`src/hdl/smt_pkg.sv`:
```
package smt_pkg;

  // entry store and column table sizes
  localparam int ENTRY_DEPTH = 1024;
  localparam int EIDX_W      = 10;
  localparam int ETOT_W      = 11;
  localparam int COL_DEPTH   = 256;
  localparam int CIDX_W      = 8;
  localparam int ROW_W       = 8;
  localparam int RAWCOL_W    = 16;
  localparam int VAL_W       = 64;
  localparam int CNT_W       = 11;
  localparam int STORE_W     = VAL_W + CIDX_W + ROW_W;

  // configuration port
  localparam int CFG_IDX_W  = 1;
  localparam int CFG_DATA_W = 16;
  localparam int COUNT_W    = 9;
  localparam logic [CFG_IDX_W-1:0] REG_COLUMN_COUNT  = 1'b0;
  localparam logic [CFG_IDX_W-1:0] REG_COLUMN_OFFSET = 1'b1;

  // beat kinds
  localparam int KIND_W = 2;
  localparam logic [KIND_W-1:0] KIND_LOAD  = 2'd0;
  localparam logic [KIND_W-1:0] KIND_FETCH = 2'd1;
  localparam logic [KIND_W-1:0] KIND_CLEAR = 2'd2;

  localparam int IN_DATA_W  = ROW_W + RAWCOL_W + VAL_W;
  localparam int OUT_DATA_W = 96;
  localparam int OUT_USER_W = 3;

  typedef enum logic [1:0] {
    RES_FULL  = 2'd0,
    RES_NONE  = 2'd1,
    RES_ENTRY = 2'd2
  } res_kind_t;

  typedef struct packed {
    logic      take_load;
    logic      take_fetch;
    logic      take_clear;
    logic      ld_update;
    logic      ps_run;
    logic      sc_rd;
    logic      sc_cur;
    logic      sc_wr;
    logic      fe_ord;
    logic      fe_st;
    logic      fe_col;
    logic      out_load;
    res_kind_t res_kind;
  } cmd_t;

  typedef struct packed {
    logic emitting;
    logic ld_keep;
    logic ld_full;
    logic ps_done;
    logic sc_none;
    logic sc_last;
    logic fe_empty;
    logic out_free;
  } status_t;

endpackage

```
`src/hdl/smt_ctrl.sv`:
```
module smt_ctrl
  import smt_pkg::*;
(
  input  logic              clk,
  input  logic              rst,
  input  logic              s_tvalid,
  input  logic [KIND_W-1:0] s_tuser,
  output logic              s_tready,
  input  status_t           status,
  output cmd_t              cmd
);

  typedef enum logic [9:0] {
    S_IDLE   = 10'b0000000001,
    S_LD_UPD = 10'b0000000010,
    S_PS     = 10'b0000000100,
    S_SC_RD  = 10'b0000001000,
    S_SC_CUR = 10'b0000010000,
    S_SC_WR  = 10'b0000100000,
    S_FE_CHK = 10'b0001000000,
    S_FE_ST  = 10'b0010000000,
    S_FE_COL = 10'b0100000000,
    S_RESULT = 10'b1000000000
  } state_t;

  state_t    state, state_next;
  res_kind_t res, res_next;
  logic      accept;

  assign s_tready = (state == S_IDLE);
  assign accept   = s_tvalid && s_tready;

  // state and pending result kind
  always_ff @(posedge clk) begin
    if (rst) begin
      state <= S_IDLE;
      res   <= RES_NONE;
    end else begin
      state <= state_next;
      res   <= res_next;
    end
  end

  // sequencing
  always_comb begin
    state_next = state;
    res_next   = res;
    cmd        = '0;
    cmd.res_kind = res;
    case (state)
      S_IDLE: begin
        if (accept) begin
          case (s_tuser)
            KIND_LOAD: begin
              cmd.take_load = 1'b1;
              if (status.ld_full) begin
                res_next   = RES_FULL;
                state_next = S_RESULT;
              end else if (status.ld_keep) begin
                state_next = S_LD_UPD;
              end
            end
            KIND_FETCH: begin
              cmd.take_fetch = 1'b1;
              state_next = status.emitting ? S_FE_CHK : S_PS;
            end
            KIND_CLEAR: begin
              cmd.take_clear = 1'b1;
            end
            default: begin
            end
          endcase
        end
      end
      S_LD_UPD: begin
        cmd.ld_update = 1'b1;
        state_next    = S_IDLE;
      end
      S_PS: begin
        cmd.ps_run = 1'b1;
        if (status.ps_done) begin
          state_next = status.sc_none ? S_FE_CHK : S_SC_RD;
        end
      end
      S_SC_RD: begin
        cmd.sc_rd  = 1'b1;
        state_next = S_SC_CUR;
      end
      S_SC_CUR: begin
        cmd.sc_cur = 1'b1;
        state_next = S_SC_WR;
      end
      S_SC_WR: begin
        cmd.sc_wr  = 1'b1;
        state_next = status.sc_last ? S_FE_CHK : S_SC_RD;
      end
      S_FE_CHK: begin
        if (status.fe_empty) begin
          res_next   = RES_NONE;
          state_next = S_RESULT;
        end else begin
          cmd.fe_ord = 1'b1;
          state_next = S_FE_ST;
        end
      end
      S_FE_ST: begin
        cmd.fe_st  = 1'b1;
        state_next = S_FE_COL;
      end
      S_FE_COL: begin
        cmd.fe_col = 1'b1;
        res_next   = RES_ENTRY;
        state_next = S_RESULT;
      end
      S_RESULT: begin
        if (status.out_free) begin
          cmd.out_load = 1'b1;
          state_next   = S_IDLE;
        end
      end
      default: begin
        state_next = S_IDLE;
      end
    endcase
  end

endmodule

```
`config.mk`:
```
export PLATFORM = sky130hd
export DESIGN_NAME = smt_ctrl
export DESIGN_NICKNAME = d
export VERILOG_FILES = /design/src/hdl/smt_pkg.sv /design/src/hdl/smt_ctrl.sv
export SDC_FILE = /design/constraint.sdc
export NUM_CORES = 1
export LEC_CHECK = 0
export ABC_AREA = 1
export BUFFER_PORTS_ARGS = -buffer_cell sky130_fd_sc_hd__clkbuf_2
export CAP_MARGIN = 20
export CORE_ASPECT_RATIO = 1.1
export CORE_UTILIZATION = 45
export CTS_CLUSTER_SIZE = 25
export DETAILED_ROUTE_END_ITERATION = 16
export GPL_ROUTABILITY_DRIVEN = 0
export PLACE_DENSITY = 0.69
export SYNTH_ARGS = -nofsm -noshare
export SYNTH_HDL_FRONTEND = slang
export SYNTH_SLANG_ARGS = --single-unit
```
`constraint.sdc`:
```
create_clock -name clk -period 2.45 [get_ports clk]
set_clock_uncertainty 0.1 [all_clocks]
set_input_delay 0 -clock clk [delete_from_list [all_inputs] [get_ports clk]]
set_output_delay 0 -clock clk [all_outputs]
set_load 0.02 [all_outputs]
```
After elaboration in Yosys (flattened, before gate mapping)
Index checks and enable logic that the tools add are counted.

word-level totals
  flip-flop bits (word level) = 12
  input bits = 13
  output and inout port bits = 15
  logic and storage cells = 59

cells by class
  eq/ne operators = 20
  multiplexer cells = 32
  reductions and logical operators = 5

operators with widths
  cell                                                   number
  one-hot mux 10 bit (9 select lines)                    1
  2-to-1 mux 10 bit                                      6
  2-to-1 mux 7 bit                                       3
  one-hot mux 10 bit (2 select lines)                    1
  2-to-1 mux 1 bit                                       14
  == test 10 x 1 -> 1 bit, second input constant         1
  == test 10 bit, second input constant                  1
  == test 10 x 2 -> 1 bit, second input constant         1
  == test 10 x 3 -> 1 bit, second input constant         1
  == test 10 x 4 -> 1 bit, second input constant         1
  == test 10 x 5 -> 1 bit, second input constant         1
  == test 10 x 6 -> 1 bit, second input constant         1
  == test 10 x 7 -> 1 bit, second input constant         1
  == test 10 x 8 -> 1 bit, second input constant         1
  == test 10 x 9 -> 1 bit, second input constant         1
  AND reduction 5 bit                                    2
  2-to-1 mux 2 bit                                       4
  2-to-1 mux 3 bit                                       2
  inequality test 2 x 1 -> 1 bit, second input constant  3
  inequality test 2 bit, second input constant           3
  one-hot mux 2 bit (3 select lines)                     1
  inequality test 4 bit, second input constant           1
  inequality test 3 x 1 -> 1 bit, second input constant  1
  nonzero test 3 bit                                     1
  4 further kinds                                        4

Logic depth before layout (Yosys ltp)
Gate-level depths: netlist of the first run.

  word-level depth = 5
  depth in mapped cells = 11
  gate-level depth less buffers = 11

Worst setup path before layout of the first run
Ideal clock, no wire load.

  kind = register -> output
  from = register state[0]
  to = output port cmd[11] in the netlist's numbering
  arrival time = 1.312 ns
  data required time = 2.350 ns
  slack = 1.038 ns
  stages on the path, launching flop included = 7
  path buffers = 0
  cells stage by stage = dfxtp_1 > inv_2 > nor2_4 > nand3_4 > nor2_8 > nand2_4 > nor3_1

RTL lines
  item                    RTL line        RTL
  start, declared         smt_ctrl.sv:26  state_t state, state_next;
  start signal, assigned  smt_ctrl.sv:39  state <= state_next;
  end, declared           smt_ctrl.sv:10  output cmd_t cmd

Final worst setup path of the first run
  from = register state[9]
  to = register state[3]

on the way
  longest elaborated chain between the ends = 4
  elaborated cells on any way between the ends = 17
  those cells by class = eq/ne (14); mux (1); reduce/logical (2)

RTL lines
  item                                             RTL line                        RTL
  == test 10 x 1 -> 1 bit                          smt_ctrl.sv:30, smt_ctrl.sv:50
  logical AND 1 bit                                smt_ctrl.sv:31                  assign accept = s_tvalid && s_tready;
  inequality test 2 x 1 -> 1 bit (no source line)  -
  AND reduction 5 bit (no source line)             -

Parallel ways exist; a longest one is shown, timed or not.
A chain may end at the register's enable or synchronous reset.

==> results of run 1 <==
## metal layers
| metal | GRT usage, % | up-vias | share of wire, % | routed length [µm] |
|---|---|---|---|---|
| met4 | 5.56 | 0 | 0.93 | 19 |
| met1 | 23.3 | 418 | 43 | 871 |
| met3 | 4.76 | 5 | 6.2 | 126 |
| met2 | 34.0 | 38 | 50 | 1030 |
| li1 | - | 502 | - | - |
| met5 | 0 | - | 0 | 0 |
## registers in the layout, summed over array words and instances, names as in the netlist
name	count
res	2
state	10
## report_power, final
| part | total (mW) | internal, mW | switching [mW] |
|---|---|---|---|
| sequential | 0.232 | 0.212 | 0.0203 |
| combinational | 0.374 | 0.134 | 0.240 |
| clock | 0.125 | 0.0569 | 0.0677 |
| total | 0.731 | 0.403 | 0.328 |
## through the flow
stage	util [%]	std cells
floorplan	-	139
global placement	58.6	191
detailed placement	58.6	191
CTS	65.2	204
global route	66.4	205
finish	66.4	205
## final cells by class
class / instances / area (µm²)
Multi-Input combinational cell: 97 / 589
Clock buffer: 3 / 22.5
Inverter: 28 / 105
Timing Repair Buffer: 38 / 240
Tap cell: 27 / 33.8
Sequential cell: 12 / 245
Fill cell: 177 / 626
## kinds of logic after synthesis
kind of cell,count (synthesis),share of synthesized area [%]
AND/OR/NAND/NOR,91,57.8
buffers and inverters,30,12.8
flip-flops,12,25.6
AO/OA/AOI/OAI,6,3.74
## worst max-delay path: stages (launching register included)
cell and delay (ns):
dfxtp_1 0.41, inv_1 0.09, nand2_2 0.13, nor2_4 0.06, nand3_1 0.14, nand2_1 0.07, nor2_1 0.13, nand2_2 0.09
nand2_4 0.09, nor3b_2 0.05, dlygate4sd3_1 0.56
## layout by cell type, fill, tap and decap left out
cell and count:
or2_0 1, nor3b_2 1, o22ai_1 1, nand2_4 5, nand3_1 8, nand3_2 1
and3_1 1, dlygate4sd3_1 9, o21ai_1 2, nor3_1 7, dfxtp_4 1, dfxtp_1 10
a21oi_1 2, nor2_8 1, nor2_1 16, dfxtp_2 1, nor2_4 8, o21ai_2 1
nand2_2 6, nor2_2 5, clkbuf_4 3, and2_1 1, nand3_4 1, nand3b_1 1
inv_2 3, inv_1 25, clkbuf_2 27, buf_4 2, nor3_2 2, nand2_1 26
## worst max-delay path by stage
stage	startpoint	to	slack [ns]	depth (start not counted)
3_3_place_gp	state[0]	res[1]	0.96	10
2_1_floorplan	state[0]	cmd[11]	1.04	6
3_5_place_dp	state[0]	res[1]	0.93	10
5_1_grt	state[9]	state[3]	0.34	10
6_report	state[9]	state[3]	0.43	10
4_1_cts	state[0]	state[3]	0.04	8
## repair_timing
item	in CTS	in global routing
endpoints found under the hold margin	10	0
setup endpoints to repair	0	1
gates resized for setup	0	6
hold buffers	10	0
setup buffers	0	2
==> results.md, run 1 <==
- Status: finished, final reports clean
- Fraction of synthesized cell area taken by the top area cell type: 25.6%
- Register clock-pin slew on the reported worst setup and hold paths: 0.08 ns
- Clk sinks: 12
- Worst hold slack: 0.0132 ns
- Clock Latency Late Sink: 0.27 ns
- Min-Delay Endpoint: state[6]
- Top FF cell, synth: dfxtp_1
- Worst setup SP type: register
- Top cells by count, synth: nand2_1, inv_1, nor2_1
- Clk buf depth: 2
- Diode count: 0
- Vias per std cell: 4.70
- Final Critical Period: 2.02 ns
- Largest cells by area after synthesis: dfxtp_1, nand2_1, inv_1
- Mapped cell area: 937 µm²
- Cell depth of the worst flop-to-flop path: 10
- Die Ht: 49.9 µm
- Final TNS setup: 0 ns
- Final Setup Violations: 0
- Core Area: 1860 µm²
- GR Util All Layers: 19.8%
- Arrival time at the worst endpoint: 2.08 ns
- Max Clk Rate: 0.495 GHz
- Slew @ Worst Pin: 0.252 ns
- Critical path fanouts, max: 4
- Worst IR Drop VDD: 0.000408 V
- TritonCTS clock tree: built
- Clock buffer count from CTS: 3
- Worst R2R Start: state[9]
- Largest net degree at the start of global routing: 11
- HP Class: in -> reg
- Remaining Overflow, GRT: 0
- Flops & latches, synth: 12
- Worst hold path cell count: 4
- Die Span X: 45.5 µm
- DRT Wirelength: 2.04 mm
- Max_cap viols: 0
- Critical path class: reg -> reg
- Setup WS pre-CTS: 0.926 ns
- Crit path required time: 2.51 ns
- Die area: 2270 µm²
- Max-slew violations: 0
- Initial antenna violation count: 0
- Standard-cell rows: 16
- Synthesized instance count: 139
- RSZ-0062 raised after global routing: no
- DRC: 0
- Vias: 963
- Total power: 731 µW
- Number of flops mapped to enable cells by yosys: 0
- First-pass GRT wire length: 3.33 mm
- First-pass DRT Iterations: 4
- Synth warn: 0
- RR Endpoint: state[3]
- Distinct cell type count after synthesis: 25
- Hold_sp: status[7]
- Reg2Reg Setup Slack: 0.43 ns
- Async set or reset register ratio after synthesis: 0%
- P&R area growth vs syn: 31.9%
- Post-DP Area: 1090 µm²
- Dpl hpwl: 1.60 mm
- Period Utilization, post-route: 82.4%
- Final Hold Viols: 0
- Most numerous cell in the Yosys netlist: nand2_1
- Post-route design area: 1240 µm²
- Pleak: 0.658 nW
- Nets@finish: 193
- Sequential share of the synthesized area: 25.6%
- I/O Buffers: 27
- H-tree depth: 1
- Final WS setup: 0.431 ns
- Initial DRC Count: 11
- Worst slew margin: 83.2%
- Starting density of the core: 50.3%
- WL/cell: 9.97 µm
- Share of cells above drive strength 1: 38.2%
- I/O pin count: 28
- Power per cell area: 591 nW/µm²
- Post-DRT Antenna Nets: 0
- Number of global-route vias before repair: 834
- Dominant cell type by area after synthesis: dfxtp_1
- Crit. End Element: register
- Mean post-synth cell area: 6.74 µm²
- Root buffer cell: clkbuf_4
- Syn nets: 152
No activity file was read; power rests on OpenSTA's default activity.
==> inputs of run 2 (changes only) <==
Clock period 2.45 ns to 2.05 ns, I/O delays scaled along.
==> run 2 against run 1 <==
Highest routed layer unchanged. Critical path type unchanged. Worst setup slack lost 0.35 ns. Largest cell class unchanged. Power increased by 19%. Global-route usage fell by 0.36 points.
==> results.md, run 2 (same netlist as run 1, synthesis figures left out) <==
- Register clock-pin slew on the reported worst setup and hold paths: 0.08 ns (about the same)
- Largest net degree at the start of global routing: 11 (unchanged)
- Post-route design area: 1220 µm² (-1.1%)
- Worst IR Drop VDD: 0.000486 V (+19%)
- Initial antenna violation count: 0 (unchanged)
- Max_cap viols: 0 (unchanged)
- Max reg flops: 10 (unchanged)
- Worst slew margin: 83.3% (+0.17 points)
- Number of global-route vias before repair: 824 (-1.2%)
- WL/cell: 9.82 µm (-1.5%)
- Post-DP Area: 1090 µm² (unchanged)
- Final TNS setup: 0 ns (unchanged)
- Standard-cell rows: 16 (unchanged)
- Post-DRT Antenna Nets: 0 (unchanged)
- Root buffer cell: clkbuf_4
- Core Area: 1860 µm² (unchanged)
- Final Setup Violations: 0 (unchanged)
- RSZ-0062 raised after global routing: yes
- Setup WS pre-CTS: 0.526 ns (-0.400 ns)
- Diode count: 0 (unchanged)
- P&R area growth vs syn: 30.4%
- Nets@finish: 191 (-1.0%)
- Crit. End Element: register
- First-pass GRT wire length: 3.27 mm (-1.7%)
- Final WS setup: 0.0791 ns (-0.352 ns)
- Crit path required time: 2.11 ns (-0.40 ns)
- Crit path cell chain: nor2_2, nand3_4, nor2_8, nand2_1, o21ai_1, inv_1, nand2_2, a21oi_1, dlygate4sd3_1
- Clock buffer count from CTS: 3 (unchanged)
- DRT Wirelength: 1.99 mm (-2.4%)
- Dpl hpwl: 1.60 mm (unchanged)
- TritonCTS clock tree: built
- Starting density of the core: 50.3% (unchanged)
- Clk sinks: 12 (unchanged)
- I/O pin count: 28 (unchanged)
- Post-Place Cells: 191 (unchanged)
- Status: finished, final reports clean
- I/O Buffers: 27 (unchanged)
- Period Utilization, post-route: 96.1% (+14 points)
- Worst hold path cell count: 4 (unchanged)
- Die area: 2270 µm² (unchanged)
- First-pass DRT Iterations: 5 (+1)
- Slew @ Worst Pin: 0.250 ns (-0.00262 ns)
- Vias: 949 (-1.5%)
- Commonest non-fill, non-tap cell in the layout: clkbuf_2
- Critical path class: reg -> reg
- Final Hold Viols: 0 (unchanged)
- Max Clk Rate: 0.507 GHz (+2.4%)
- Max stage delay cell, worst path: dlygate4sd3_1
- Cell depth of the worst flop-to-flop path: 9 (-1)
- Power per cell area: 710 nW/µm² (+20%)
- H-tree depth: 1 (unchanged)
- Final Critical Period: 1.97 ns (-0.0477 ns)
- Clock Latency Late Sink: 0.27 ns (about the same)
- Post-CTS setup buffers: 0 (unchanged)
- Most frequent cells in the layout: clkbuf_2, nand2_1, inv_1
- Share of cells above drive strength 1: 39.2% (+1.0 points)
- Die Span X: 45.5 µm (unchanged)
- Critical path fanouts, max: 6 (+2)
- DRC: 0 (unchanged)
- HP Class: in -> reg
- Largest regs: state x10, res x2
- Initial DRC Count: 15 (+4)
- Arrival time at the worst endpoint: 2.03 ns (-0.05 ns)
- Vias per std cell: 4.67 (-0.48%)
- Die Ht: 49.9 µm (unchanged)
- Remaining Overflow, GRT: 0 (unchanged)
- Clk buf depth: 2 (unchanged)
- Max-slew violations: 0 (unchanged)
- GR Util All Layers: 19.4% (-0.36 points)
- Most flops, register: state
- Worst setup SP type: register
- Max stage delay on crit path: 0.56 ns (about the same)
- Worst hold slack: 0.0127 ns (-0.000485 ns)
- Final Non-Filler Cells: 203 (-0.98%)
- Pleak: 0.650 nW (-1.2%)
-- run 2: cell count changes in the layout (fill, tap and decap cells not counted) --
| cell | previous run | this run |
|---|---|---|
| dfxtp_2 | 1 | 5 |
| dfxtp_1 | 10 | 7 |
| dfxtp_4 | 1 | 0 |
| buf_4 | 2 | 0 |
-- run 2: repair_timing --
action | 4_1_cts | 5_1_grt
hold buffers | 9 | 0
resized for setup | 0 | 8
hold endpoints to repair | 10 | 0
endpoints found under the setup margin | 0 | 2
-- run 2: stage by stage --
step	util [%]	power, mW
2_1_floorplan	-	0.622
3_3_place_gp	58.6	0.699
6_report	65.7	0.868
4_1_cts	64.7	0.864
5_1_grt	65.7	0.922
3_5_place_dp	58.6	0.708
-- run 2: routing by layer --
layer	track usage (%)	part of all wire, %
met1	22.9	44
met4	5.56	0.85
met2	33.3	50
met3	4.76	5.8
met5	0	0
-- run 2: path summary, 6_finish.rpt --
kind | startpoint | endpoint | slack (ns)
setup / recovery | state[8] | state[9] | 0.08
hold / removal | status[7] | state[6] | 0.01
setup reg to reg | state[8] | state[9] | 0.08
hold reg to reg | res[0] | res[0] | 0.37
-- run 2: cell type report --
class / count / area, µm²
Sequential cell: 12 / 246
Tap cell: 27 / 33.8
Clock buffer: 3 / 22.5
Multi-Input combinational cell: 97 / 589
Fill cell: 174 / 639
Inverter: 28 / 105
Timing Repair Buffer: 36 / 225
-- run 2: worst max-delay path, delay by kind of cell, from the launching register on --
kind | cells | cell delay (ns)
compound gates | 2 | 0.14
buf+inv | 2 | 0.62
flops | 1 | 0.34
simple gates | 5 | 0.66
-- run 2: where the power goes --
part           switching, mW  total, mW  internal [mW]
clock                 0.0803      0.148         0.0680
combinational          0.288      0.442          0.155
sequential            0.0235      0.277          0.253
total                  0.392      0.868          0.476
